**src/rtl/rpp_pkg.sv**
```systemverilog
// Package for the RGB pixel pack writer: widths, register codes,
// configuration struct and pipeline enable struct. No dependencies.
`default_nettype none

package rpp_pkg;

    // Coordinate handling
    localparam int COORD_BITS      = 16;
    localparam int MAX_PIXEL_BYTES = 4;
    localparam int COORD_W         = 16;
    localparam int COORD_KEEP      = (COORD_BITS < COORD_W) ? COORD_BITS : COORD_W;
    localparam logic [COORD_W-1:0] COORD_MASK =
        COORD_W'((33'd1 << COORD_KEEP) - 33'd1);

    // Field widths
    localparam int CHAN_W   = 8;
    localparam int WORD_W   = 32;
    localparam int COUNT_W  = 3;
    localparam int PITCH_W  = 18;
    localparam int LAYOUT_W = 9;
    localparam int SIZE_W   = 4;
    localparam int POS_W    = 5;

    // Configuration port
    localparam int CFG_INDEX_W = 3;
    localparam int CFG_DATA_W  = 18;

    // Rounding bias and full-scale channel value
    localparam logic [14:0] ROUND_BIAS = 15'd127;
    localparam logic [CHAN_W-1:0] CHAN_FULL = 8'hFF;

    // Pass-through threshold for channel size
    localparam logic [SIZE_W-1:0] SIZE_PASS = 4'd8;

    // Register indexes
    typedef enum logic [CFG_INDEX_W-1:0] {
        REG_SCREEN_WIDTH  = 3'd0,
        REG_SCREEN_HEIGHT = 3'd1,
        REG_ROW_PITCH     = 3'd2,
        REG_PIXEL_BYTES   = 3'd3,
        REG_RED_LAYOUT    = 3'd4,
        REG_GREEN_LAYOUT  = 3'd5,
        REG_BLUE_LAYOUT   = 3'd6,
        REG_PAD_LAYOUT    = 3'd7
    } cfg_reg_t;

    // Register file contents
    typedef struct packed {
        logic [COORD_W-1:0]  screen_width;
        logic [COORD_W-1:0]  screen_height;
        logic [PITCH_W-1:0]  row_pitch;
        logic [COUNT_W-1:0]  pixel_bytes;
        logic [LAYOUT_W-1:0] red_layout;
        logic [LAYOUT_W-1:0] green_layout;
        logic [LAYOUT_W-1:0] blue_layout;
        logic [LAYOUT_W-1:0] pad_layout;
    } cfg_t;

    // Stage load enables for the datapath slices
    typedef struct packed {
        logic s1;
        logic s2;
    } pipe_en_t;

endpackage

`default_nettype wire

```
**src/rtl/rpp_if.sv**
```systemverilog
// Stream interfaces for the pixel pack writer: input pixel beats and
// output write beats. Depends on rpp_pkg.
`default_nettype none

interface rpp_pix_if;
    logic                             valid;
    logic                             ready;
    logic [rpp_pkg::COORD_W-1:0]      pos_x;
    logic [rpp_pkg::COORD_W-1:0]      pos_y;
    logic [rpp_pkg::CHAN_W-1:0]       red_in;
    logic [rpp_pkg::CHAN_W-1:0]       green_in;
    logic [rpp_pkg::CHAN_W-1:0]       blue_in;

    modport source (output valid, pos_x, pos_y, red_in, green_in, blue_in, input ready);
    modport sink   (input valid, pos_x, pos_y, red_in, green_in, blue_in, output ready);
endinterface

interface rpp_wr_if;
    logic                             valid;
    logic                             ready;
    logic                             write_valid;
    logic [rpp_pkg::WORD_W-1:0]       byte_offset;
    logic [rpp_pkg::WORD_W-1:0]       pixel_word;
    logic [rpp_pkg::COUNT_W-1:0]      byte_count;

    modport source (output valid, write_valid, byte_offset, pixel_word, byte_count,
                    input ready);
    modport sink   (input valid, write_valid, byte_offset, pixel_word, byte_count,
                    output ready);
endinterface

`default_nettype wire

```
**src/rtl/rpp_cfg.sv**
```systemverilog
// Configuration register file for the pixel pack writer.
// Depends on rpp_pkg.
`default_nettype none

module rpp_cfg (
    input  wire logic                               clk,
    input  wire logic                               rst_n,
    input  wire logic                               cfg_we,
    input  wire logic [rpp_pkg::CFG_INDEX_W-1:0]    cfg_index,
    input  wire logic [rpp_pkg::CFG_DATA_W-1:0]     cfg_data,
    output rpp_pkg::cfg_t                           cfg
);

    rpp_pkg::cfg_t cfg_reg;
    rpp_pkg::cfg_t cfg_next;

    // Write decode
    always_comb
    begin
        cfg_next = cfg_reg;
        if (cfg_we)
        begin
            unique case (rpp_pkg::cfg_reg_t'(cfg_index))
                rpp_pkg::REG_SCREEN_WIDTH:
                    cfg_next.screen_width  = cfg_data[rpp_pkg::COORD_W-1:0];
                rpp_pkg::REG_SCREEN_HEIGHT:
                    cfg_next.screen_height = cfg_data[rpp_pkg::COORD_W-1:0];
                rpp_pkg::REG_ROW_PITCH:
                    cfg_next.row_pitch     = cfg_data[rpp_pkg::PITCH_W-1:0];
                rpp_pkg::REG_PIXEL_BYTES:
                    cfg_next.pixel_bytes   = cfg_data[rpp_pkg::COUNT_W-1:0];
                rpp_pkg::REG_RED_LAYOUT:
                    cfg_next.red_layout    = cfg_data[rpp_pkg::LAYOUT_W-1:0];
                rpp_pkg::REG_GREEN_LAYOUT:
                    cfg_next.green_layout  = cfg_data[rpp_pkg::LAYOUT_W-1:0];
                rpp_pkg::REG_BLUE_LAYOUT:
                    cfg_next.blue_layout   = cfg_data[rpp_pkg::LAYOUT_W-1:0];
                rpp_pkg::REG_PAD_LAYOUT:
                    cfg_next.pad_layout    = cfg_data[rpp_pkg::LAYOUT_W-1:0];
                default:
                    cfg_next = cfg_reg;
            endcase
        end
    end

    // Register file with reset values
    always_ff @(posedge clk or negedge rst_n)
    begin
        if (!rst_n)
        begin
            cfg_reg.screen_width  <= 16'd640;
            cfg_reg.screen_height <= 16'd480;
            cfg_reg.row_pitch     <= 18'd2560;
            cfg_reg.pixel_bytes   <= 3'd0;
            cfg_reg.red_layout    <= 9'd0;
            cfg_reg.green_layout  <= 9'd0;
            cfg_reg.blue_layout   <= 9'd0;
            cfg_reg.pad_layout    <= 9'd0;
        end
        else
        begin
            cfg_reg <= cfg_next;
        end
    end

    assign cfg = cfg_reg;

endmodule

`default_nettype wire

```
**src/rtl/rpp_chan.sv**
```systemverilog
// One color channel slice: rescale with rounding over two stages, then
// shift into place. Depends on rpp_pkg.
`default_nettype none

module rpp_chan (
    input  wire logic                               clk,
    input  wire rpp_pkg::pipe_en_t                  en,
    input  wire logic [rpp_pkg::CHAN_W-1:0]         value,
    input  wire logic [rpp_pkg::LAYOUT_W-1:0]       layout,
    output logic [rpp_pkg::WORD_W-1:0]              word
);

    logic [rpp_pkg::SIZE_W-1:0] size;
    logic [rpp_pkg::POS_W-1:0]  pos;
    logic [6:0]                 top;
    logic [14:0]                prod_reg;
    logic [14:0]                prod_next;
    logic [rpp_pkg::CHAN_W-1:0] value_reg;
    logic [15:0]                div_sum;
    logic [rpp_pkg::CHAN_W-1:0] quot;
    logic [rpp_pkg::CHAN_W-1:0] scaled;
    logic [rpp_pkg::WORD_W-1:0] word_reg;
    logic [rpp_pkg::WORD_W-1:0] word_next;

    // User must keep layout fields fixed while items are in flight, unchecked
    assign size = layout[rpp_pkg::SIZE_W-1:0];
    assign pos  = layout[rpp_pkg::LAYOUT_W-1:rpp_pkg::SIZE_W];

    // Stage 1: v * (2^s - 1) + 127, valid for sizes 1..7
    assign top       = 7'((8'd1 << size[2:0]) - 8'd1);
    assign prod_next = 15'(value) * 15'(top) + rpp_pkg::ROUND_BIAS;

    always_ff @(posedge clk)
    begin
        if (en.s1)
        begin
            prod_reg  <= prod_next;
            value_reg <= value;
        end
    end

    // Stage 2: divide by 255 as (t + 1 + (t >> 8)) >> 8, exact below 65535
    assign div_sum = 16'(prod_reg) + 16'd1 + 16'(prod_reg >> 8);
    assign quot    = div_sum[15:8];

    always_comb
    begin
        if (size == '0)
            scaled = '0;
        else if (size >= rpp_pkg::SIZE_PASS)
            scaled = value_reg;
        else
            scaled = quot;
    end

    // Shift into place; bits above the word drop off
    assign word_next = rpp_pkg::WORD_W'(scaled) << pos;

    always_ff @(posedge clk)
    begin
        if (en.s2)
        begin
            word_reg <= word_next;
        end
    end

    assign word = word_reg;

endmodule

`default_nettype wire

```
**src/rtl/rpp_offset.sv**
```systemverilog
// Byte offset slice: y * pitch and x * bytes per pixel in stage 1,
// their sum modulo 2^32 in stage 2. Depends on rpp_pkg.
`default_nettype none

module rpp_offset (
    input  wire logic                               clk,
    input  wire rpp_pkg::pipe_en_t                  en,
    input  wire logic [rpp_pkg::COORD_W-1:0]        x,
    input  wire logic [rpp_pkg::COORD_W-1:0]        y,
    input  wire logic [rpp_pkg::PITCH_W-1:0]        pitch,
    input  wire logic [rpp_pkg::COUNT_W-1:0]        bpp,
    output logic [rpp_pkg::WORD_W-1:0]              offset
);

    localparam int ROW_PROD_W = rpp_pkg::COORD_W + rpp_pkg::PITCH_W;
    localparam int COL_PROD_W = rpp_pkg::COORD_W + rpp_pkg::COUNT_W;

    logic [ROW_PROD_W-1:0]      row_prod;
    logic [COL_PROD_W-1:0]      col_prod;
    logic [rpp_pkg::WORD_W-1:0] row_reg;
    logic [COL_PROD_W-1:0]      col_reg;
    logic [rpp_pkg::WORD_W-1:0] offset_reg;
    logic [rpp_pkg::WORD_W-1:0] offset_next;

    // Stage 1: the two products
    assign row_prod = ROW_PROD_W'(y) * ROW_PROD_W'(pitch);
    assign col_prod = COL_PROD_W'(x) * COL_PROD_W'(bpp);

    always_ff @(posedge clk)
    begin
        if (en.s1)
        begin
            row_reg <= row_prod[rpp_pkg::WORD_W-1:0];
            col_reg <= col_prod;
        end
    end

    // Stage 2: wrap-around sum
    assign offset_next = row_reg + rpp_pkg::WORD_W'(col_reg);

    always_ff @(posedge clk)
    begin
        if (en.s2)
        begin
            offset_reg <= offset_next;
        end
    end

    assign offset = offset_reg;

endmodule

`default_nettype wire

```
**src/rtl/rgb_pixel_pack_writer.sv**
```systemverilog
// Top level of the RGB pixel pack writer: handshake control, clip check,
// final merge and output register. Depends on rpp_pkg, rpp_if, rpp_cfg,
// rpp_chan and rpp_offset.
`default_nettype none

// Converts a stream of 8-bit RGB pixels with screen coordinates into packed
// framebuffer writes: one result beat per pixel beat, in order. The block
// takes one pixel per clock while the output is not stalled; an accepted
// pixel passes through three registered stages to the output: stage 1 forms
// the channel products and the offset products, stage 2 divides by 255,
// shifts the channels and adds the offset, stage 3 merges the word and is the
// output register. Every stage holds its beat while the output is stalled, so
// input ready falls only when all three stages are full. Clipped or disabled
// pixels still give a beat, with write_valid low and all fields zero.
// byte_offset excludes the framebuffer base. Registers are written through
// cfg_we/cfg_index/cfg_data and must only change while no pixel is in flight.
module rgb_pixel_pack_writer (
    input  wire logic                               clk,
    input  wire logic                               rst_n,
    input  wire logic                               cfg_we,
    input  wire logic [rpp_pkg::CFG_INDEX_W-1:0]    cfg_index,
    input  wire logic [rpp_pkg::CFG_DATA_W-1:0]     cfg_data,
    rpp_pix_if.sink                                 pix,
    rpp_wr_if.source                                wr
);

    rpp_pkg::cfg_t              cfg;
    rpp_pkg::pipe_en_t          en;

    logic                       v1_reg;
    logic                       v2_reg;
    logic                       v3_reg;
    logic                       rdy1;
    logic                       rdy2;
    logic                       rdy3;

    logic [rpp_pkg::COORD_W-1:0] x;
    logic [rpp_pkg::COORD_W-1:0] y;
    logic [rpp_pkg::COUNT_W-1:0] bpp_sat;
    logic                        keep_next;
    logic                        keep1_reg;
    logic                        keep2_reg;
    logic [rpp_pkg::COUNT_W-1:0] bpp1_reg;
    logic [rpp_pkg::COUNT_W-1:0] bpp2_reg;

    logic [rpp_pkg::WORD_W-1:0]  red_word;
    logic [rpp_pkg::WORD_W-1:0]  green_word;
    logic [rpp_pkg::WORD_W-1:0]  blue_word;
    logic [rpp_pkg::WORD_W-1:0]  pad_word;
    logic [rpp_pkg::WORD_W-1:0]  offset;

    logic                        wv_reg;
    logic [rpp_pkg::WORD_W-1:0]  off_reg;
    logic [rpp_pkg::WORD_W-1:0]  word_reg;
    logic [rpp_pkg::COUNT_W-1:0] cnt_reg;

    // Registers
    rpp_cfg u_cfg (
        .clk       (clk),
        .rst_n     (rst_n),
        .cfg_we    (cfg_we),
        .cfg_index (cfg_index),
        .cfg_data  (cfg_data),
        .cfg       (cfg)
    );

    // Stage handshake: a stage loads when it is empty or its beat moves on
    assign rdy3  = !v3_reg || wr.ready;
    assign rdy2  = !v2_reg || rdy3;
    assign rdy1  = !v1_reg || rdy2;
    assign en.s1 = rdy1;
    assign en.s2 = rdy2;
    assign pix.ready = rdy1;

    always_ff @(posedge clk or negedge rst_n)
    begin
        if (!rst_n)
        begin
            v1_reg <= 1'b0;
            v2_reg <= 1'b0;
            v3_reg <= 1'b0;
        end
        else
        begin
            if (rdy1)
                v1_reg <= pix.valid;
            if (rdy2)
                v2_reg <= v1_reg;
            if (rdy3)
                v3_reg <= v2_reg;
        end
    end

    // Coordinate mask, bytes per pixel saturation and clip check
    assign x = pix.pos_x & rpp_pkg::COORD_MASK;
    assign y = pix.pos_y & rpp_pkg::COORD_MASK;
    assign bpp_sat = (cfg.pixel_bytes > rpp_pkg::COUNT_W'(rpp_pkg::MAX_PIXEL_BYTES))
                   ? rpp_pkg::COUNT_W'(rpp_pkg::MAX_PIXEL_BYTES) : cfg.pixel_bytes;
    assign keep_next = (bpp_sat >= 3'd2) && (x < cfg.screen_width)
                    && (y < cfg.screen_height);

    always_ff @(posedge clk)
    begin
        if (en.s1)
        begin
            keep1_reg <= keep_next;
            bpp1_reg  <= bpp_sat;
        end
        if (en.s2)
        begin
            keep2_reg <= keep1_reg;
            bpp2_reg  <= bpp1_reg;
        end
    end

    // Channel slices; the reserved channel rescales full scale to its maximum
    rpp_chan u_red (
        .clk    (clk),
        .en     (en),
        .value  (pix.red_in),
        .layout (cfg.red_layout),
        .word   (red_word)
    );

    rpp_chan u_green (
        .clk    (clk),
        .en     (en),
        .value  (pix.green_in),
        .layout (cfg.green_layout),
        .word   (green_word)
    );

    rpp_chan u_blue (
        .clk    (clk),
        .en     (en),
        .value  (pix.blue_in),
        .layout (cfg.blue_layout),
        .word   (blue_word)
    );

    rpp_chan u_pad (
        .clk    (clk),
        .en     (en),
        .value  (rpp_pkg::CHAN_FULL),
        .layout (cfg.pad_layout),
        .word   (pad_word)
    );

    // Byte offset slice
    rpp_offset u_offset (
        .clk    (clk),
        .en     (en),
        .x      (x),
        .y      (y),
        .pitch  (cfg.row_pitch),
        .bpp    (bpp_sat),
        .offset (offset)
    );

    // Stage 3: merge and zero clipped beats into the output register
    always_ff @(posedge clk)
    begin
        if (rdy3)
        begin
            wv_reg   <= keep2_reg;
            off_reg  <= keep2_reg ? offset : '0;
            word_reg <= keep2_reg ? (red_word | green_word | blue_word | pad_word) : '0;
            cnt_reg  <= keep2_reg ? bpp2_reg : '0;
        end
    end

    assign wr.valid       = v3_reg;
    assign wr.write_valid = wv_reg;
    assign wr.byte_offset = off_reg;
    assign wr.pixel_word  = word_reg;
    assign wr.byte_count  = cnt_reg;

endmodule

`default_nettype wire

```
**src/flat_wrapper.sv**
```systemverilog
// flat-port wrapper written by rule: the top's interface ports become plain ports
module rgb_pixel_pack_writer_flat 
  (clk, rst_n, cfg_we, cfg_index, cfg_data, pix_valid, pix_pos_x, pix_pos_y, pix_red_in, pix_green_in, pix_blue_in, pix_ready, wr_valid, wr_write_valid, wr_byte_offset, wr_pixel_word, wr_byte_count, wr_ready);
  rpp_pix_if pix_i ();
  rpp_wr_if wr_i ();
  input  wire logic clk;
  input  wire logic rst_n;
  input  wire logic cfg_we;
  input  wire logic [rpp_pkg::CFG_INDEX_W-1:0] cfg_index;
  input  wire logic [rpp_pkg::CFG_DATA_W-1:0] cfg_data;
  input wire logic [$bits(pix_i.valid)-1:0] pix_valid;
  input wire logic [$bits(pix_i.pos_x)-1:0] pix_pos_x;
  input wire logic [$bits(pix_i.pos_y)-1:0] pix_pos_y;
  input wire logic [$bits(pix_i.red_in)-1:0] pix_red_in;
  input wire logic [$bits(pix_i.green_in)-1:0] pix_green_in;
  input wire logic [$bits(pix_i.blue_in)-1:0] pix_blue_in;
  output wire logic [$bits(pix_i.ready)-1:0] pix_ready;
  output wire logic [$bits(wr_i.valid)-1:0] wr_valid;
  output wire logic [$bits(wr_i.write_valid)-1:0] wr_write_valid;
  output wire logic [$bits(wr_i.byte_offset)-1:0] wr_byte_offset;
  output wire logic [$bits(wr_i.pixel_word)-1:0] wr_pixel_word;
  output wire logic [$bits(wr_i.byte_count)-1:0] wr_byte_count;
  input wire logic [$bits(wr_i.ready)-1:0] wr_ready;
  assign pix_i.valid = pix_valid;
  assign pix_i.pos_x = pix_pos_x;
  assign pix_i.pos_y = pix_pos_y;
  assign pix_i.red_in = pix_red_in;
  assign pix_i.green_in = pix_green_in;
  assign pix_i.blue_in = pix_blue_in;
  assign pix_ready = pix_i.ready;
  assign wr_valid = wr_i.valid;
  assign wr_write_valid = wr_i.write_valid;
  assign wr_byte_offset = wr_i.byte_offset;
  assign wr_pixel_word = wr_i.pixel_word;
  assign wr_byte_count = wr_i.byte_count;
  assign wr_i.ready = wr_ready;
  rgb_pixel_pack_writer u_core (.clk(clk), .rst_n(rst_n), .cfg_we(cfg_we), .cfg_index(cfg_index), .cfg_data(cfg_data), .pix(pix_i), .wr(wr_i));
endmodule
```
**config.mk**
```make
export PLATFORM = sky130hd
export DESIGN_NAME = rgb_pixel_pack_writer_flat
export DESIGN_NICKNAME = d
export VERILOG_FILES = /design/src/rtl/rpp_pkg.sv /design/src/rtl/rpp_if.sv /design/src/rtl/rpp_cfg.sv /design/src/rtl/rpp_chan.sv /design/src/rtl/rpp_offset.sv /design/src/rtl/rgb_pixel_pack_writer.sv /design/src/flat_wrapper.sv
export SDC_FILE = /design/constraint.sdc
export NUM_CORES = 2
export LEC_CHECK = 0
export BUFFER_PORTS_ARGS = -buffer_cell sky130_fd_sc_hd__buf_4
export CORE_MARGIN = 5
export CORE_UTILIZATION = 51
export DETAILED_ROUTE_END_ITERATION = 7
export PLACE_DENSITY = 0.74
export SYNTH_ARGS = -nofsm -noshare
export SYNTH_HDL_FRONTEND = slang
export SYNTH_HIERARCHICAL = 1
export SYNTH_SLANG_ARGS = --single-unit
```
**constraint.sdc**
```tcl
create_clock -name clk -period 8.8 [get_ports clk]
set_input_delay 1.32 -clock clk [delete_from_list [all_inputs] [get_ports clk]]
set_output_delay 1.32 -clock clk [all_outputs]
set_load 0.02 [all_outputs]
```
* Word-level counts from Yosys, hierarchy flattened *
Cells that the tools add are included.

word-level totals
  register bits = 463
  input bits = 82
  output and inout port bits = 70
  logic and storage cells = 112

cells by class
  add/sub/neg operators = 17
  multipliers = 6
  magnitude comparators = 8
  eq/ne operators = 7
  shift operators = 8
  mux-type cells = 9
  bitwise gates (word level) = 3
  reduce and logical (&&, ||, !) cells = 21

operators with widths
  operator                 number
  $shl A8 B5 Y32           4
  $or A32 B32 Y32          3
  $add A15 B1 Y16 const B  4
  $add A16 B7 Y16          4
  $mux W8                  8
  $add A15 B7 Y15 const B  4
  $mul A8 B7 Y15           3
  $add A32 B19 Y32         1
  $lt A16 B16 Y1           2
  $mul A16 B18 Y32         1
  $shl A1 B3 Y7 const A    4
  $sub A7 B1 Y7 const B    4
  $mul A16 B3 Y19          1
  $ge A4 B4 Y1 const B     4
  $logic_not A4 Y1         4
  $reduce_and A2 Y1        8
  $mul A8 B7 Y15 const A   1
  $eq A3 B3 Y1 const B     4
  $eq A3 B2 Y1 const B     2
  $eq A3 B1 Y1 const B     1
  $ge A3 B2 Y1 const B     1
  $gt A3 B3 Y1 const B     1
  $logic_not A1 Y1         3
  $logic_not A3 Y1         1
  3 further kinds          6

* Logic depth before layout (Yosys ltp) *
  word-level depth = 5
  gate-level depth with buffers = 25
  mapped depth without buffers = 22

* Hierarchy *
The synthesis kept the hierarchy.

modules (own cells, without submodules)
  module                         instances  cells an instance  area each (sq um)  sequential area each (sq um)
  rpp_chan at u_core.u_blue ...  3          482                4,984.8            1,651.6
  rpp_offset                     1          1,474              13,982.2           2,492.4
  rpp_chan at u_core.u_red       1          511                5,019.8            1,651.6
  rgb_pixel_pack_writer          1          268                3,784.9            2,357.3
  rpp_cfg                        1          196                3,447.1            2,237.1

* Worst setup path after synthesis *
Ideal clock, no wire load.

  kind = input-to-reg
  from = input wr_ready
  to = register u_core/bpp1_reg[0] (netlist bit) (enable)
  setup time = 1,992 ps
  arrival time = 5,590 ps
  required time = 6,808 ps
  slack = 1,218 ps
  cell stages on the path = 1
  path buffers = 0
  path through = nand4b_1

on the way
  word-level cells in the longest chain between the ends = 3

ends and longest elaborated chain
  item                    RTL line                      RTL
  start: declaration      flat_wrapper.sv:23            input wire logic [$bits(wr_i.ready)-1:0] wr_ready;
  $logic_or A1 B1 Y1      rgb_pixel_pack_writer.sv:68   assign rdy3 = !v3_reg || wr.ready;
  $logic_or A1 B1 Y1      rgb_pixel_pack_writer.sv:69   assign rdy2 = !v2_reg || rdy3;
  $logic_or A1 B1 Y1      rgb_pixel_pack_writer.sv:70   assign rdy1 = !v1_reg || rdy2;
  end signal: assignment  rgb_pixel_pack_writer.sv:107  bpp1_reg <= bpp_sat;
  end: declaration        rgb_pixel_pack_writer.sv:43   logic [rpp_pkg::COUNT_W-1:0] bpp1_reg;

Every way passes these cells.
A chain may end at the register's enable or synchronous reset.

* Worst setup path after layout *
  from = input pix_pos_y[1]
  to = register u_core/u_offset/row_reg[29] (netlist bit), data pin

on the way
  word-level cells in the longest chain between the ends = 1

ends and longest elaborated chain
  item                              RTL line            RTL
  start: declaration                flat_wrapper.sv:13  input wire logic [$bits(pix_i.pos_y)-1:0] pix_pos_y;
  $mul A16 B18 Y32                  rpp_offset.sv:26    assign row_prod = ROW_PROD_W'(y) * ROW_PROD_W'(pitch);
  net u_core.u_offset.row_prod[29]  rpp_offset.sv:18    logic [ROW_PROD_W-1:0] row_prod;
  end signal: assignment            rpp_offset.sv:33    row_reg <= row_prod[rpp_pkg::WORD_W-1:0];
  end: declaration                  rpp_offset.sv:20    logic [rpp_pkg::WORD_W-1:0] row_reg;

The timed path passes the listed nets, and every way through them passes these cells.

==> impl_metrics.tcl <==
set metrics [dict create \
    clk_path_buf_depth 3 \
    dp.cells 5061 \
    synth_top_area_share 0.2763 \
    gp_congestion 0.9077 \
    wire_per_inst_um 19.44 \
    antenna_left 0 \
    fin_crit_sh 0.7820 \
    hold_viol 0 \
    drc 0 \
    async_reset_ff_frac 0.1953 \
    cp_data_required_time_ps 9140 \
    cap_violations 0 \
    clock_latency_ps 630 \
    first_pass_iters 5 \
    grt_pass1_vias 29648 \
    wl_met3_um 5952 \
    ioPinCount 152 \
    drive_gt1_frac 0.1206 \
    cts_buffers 51 \
    r2r-end "u_core/u_offset/row_reg[29]$_DFFE_PP_" \
    clk_pin_slew_worst_paths_ps 60 \
    regToRegSetupSlack_ps 1970 \
    ys_seq_area_frac 0.3325 \
    synth_top_cell_by_area "edfxtp_1" \
    min_period_ps 6882 \
    cts_resized 0 \
    synth_edf_count 379 \
    largest_reg_flops 89 \
    crit_type "in2reg" \
    post_cts_buffers 0 \
    routed_wl_um 100300 \
    cts_max_level 2 \
    crit_start "pix_pos_y[1]" \
    fin_util 0.5628 \
    yosys.cell_types.count 114 \
    slew_headroom 0.2910 \
    hold_depth 0 \
    die_w_um 294.2 \
    tightest_slew_ps 1062 \
    final_cells 5160 \
    tns_ps 0 \
    antenna_found_initial 6 \
    max_freq_mhz 145.3 \
    core_region_area_mm2 0.08029 \
    end_kind "flop" \
    path_max_fanout 19 \
    hp-class "reg2reg" \
    final_nets 4831 \
    dpl.hpwl_um 75410 \
    ys.flop_type "edfxtp_1" \
    die_area_mm2 0.08654 \
    holdCritStartpoint "u_core/keep1_reg$_DFFE_PP_" \
    netlist_instances 3895 \
    grt_max_degree 166 \
    synthToLayoutAreaGrowth_pct 9.703 \
    slew_violations 0 \
    cts.sinks 471 \
    fp-row-count 104 \
    final_common_cell "inv_1" \
    wl_met2_um 46290 \
    synth_area_leaders "edfxtp_1, fa_1, ha_1" \
    setup_viol 0 \
    synth.avg_cell_area_um2 10.57 \
    multiInputGateArea_mm2 0.02507 \
    cp.arrival_ps 7220 \
    grt_first_pass_wirelength_um 160900 \
    clock_skew_ps 37.59 \
    routed_via_density 5.570 \
    yosys_warnings 6 \
    fillers 6837 \
    cts_tree "yes" \
    start_util 0.5130 \
    regArea_mm2 0.01369 \
    rsz0062_at_grt "no" \
    syn_area_mm2 0.04119 \
    holdBufCountCts 0 \
    numPortBuffers 151 \
    track_usage 0.2326 \
    holdPathEnd "u_core/keep2_reg$_DFFE_PP_" \
    outcome "completed" \
    ys_ff_latch 471 \
    r2r_cells 19 \
    wl_met1_um 44300 \
    fp.dieH_um 294.2 \
    regToRegStartpoint "u_core/u_cfg/cfg[49]$_DFFE_PN0P_" \
    overflow 0 \
    cts-root-buf "clkbuf_16" \
    layout_common_cells "inv_1, nand2_1, edfxtp_1" \
    cp-start-kind "input pin" \
    vias 28739 \
    highest_layer "met5" \
    drtIter0Drc 2125 \
]
==> critical path: stages <==
cell	delay (ps)
buf_4	230
nand2_1	120
fa_1	560
fa_1	490
fa_1	550
inv_1	50
fa_1	480
fa_1	490
inv_1	50
fa_1	470
inv_1	40
ha_1	350
a21oi_1	240
nand2_1	80
o211ai_1	330
a21boi_0	310
nor4_1	510
o21ba_2	260
mux2i_1	200
nand3_1	100
==> worst max-delay path by stage <==
stage | slack, ps | endpoint | depth (start not counted)
floorplan | 1220 | u_core/bpp1_reg[0]$_DFFE_PP_ | 1
global placement | 1480 | u_core/u_offset/row_reg[29]$_DFFE_PP_ | 21
detailed placement | 1420 | u_core/u_offset/row_reg[29]$_DFFE_PP_ | 21
CTS | 2050 | u_core/u_offset/row_reg[29]$_DFFE_PP_ | 21
global route | 1630 | u_core/u_offset/row_reg[29]$_DFFE_PP_ | 19
finish | 1920 | u_core/u_offset/row_reg[29]$_DFFE_PP_ | 20
==> synthesized netlist by cell type, drive strengths merged (33+ instances only) <==
library cell  count
clkbuf           91
mux2             98
a21o             39
nand2           428
nand3            79
nor3             40
o21ai            78
ha              318
nor2            169
dfrtp            84
edfxtp          379
xnor2            95
nand2b           33
a21oi           109
and3             43
fa              377
nor2b            46
o22ai            38
and2            295
nand4            34
inv             563
==> stage by stage <==
stage	setup WS (ps)	hold WS [ps]	instance area, um^2
after floorplan	1218	400.3	41420
after global placement	1476	401.5	43490
after detailed placement	1415	404.5	43490
after CTS	2050	421.7	45180
after global routing	1627	428.3	45180
final	1918	419.8	45180
==> per-layer routing <==
metal | vias up | track usage
met2 | 836 | 0.3737
met4 | 2 | 0.08154
met1 | 14245 | 0.3254
li1 | 13482 | -
met5 | - | 0
met3 | 174 | 0.03525
==> cell type report <==
cell class,count,area share
diodes,3,0.0001661
clock buffers,69,0.03196
clock inverters,27,0.005427
inverters,573,0.04777
multi-input cells,2795,0.5548
flip-flops and latches,471,0.3030
well taps,1060,0.02935
repair buffers,162,0.02747
==> kinds of logic after synthesis <==
family	synth area share
AOI/OAI and AO/OA	0.1048
and+or+nand+nor	0.1511
buffers and inverters	0.06571
adders and majority gates	0.2798
muxes	0.04010
xor gates and xnor gates	0.02594
DFF	0.3325
other	0.00009105
Power is not shown: default switching activity piles up to over one toggle a cycle in this logic, so the estimate is an artifact.
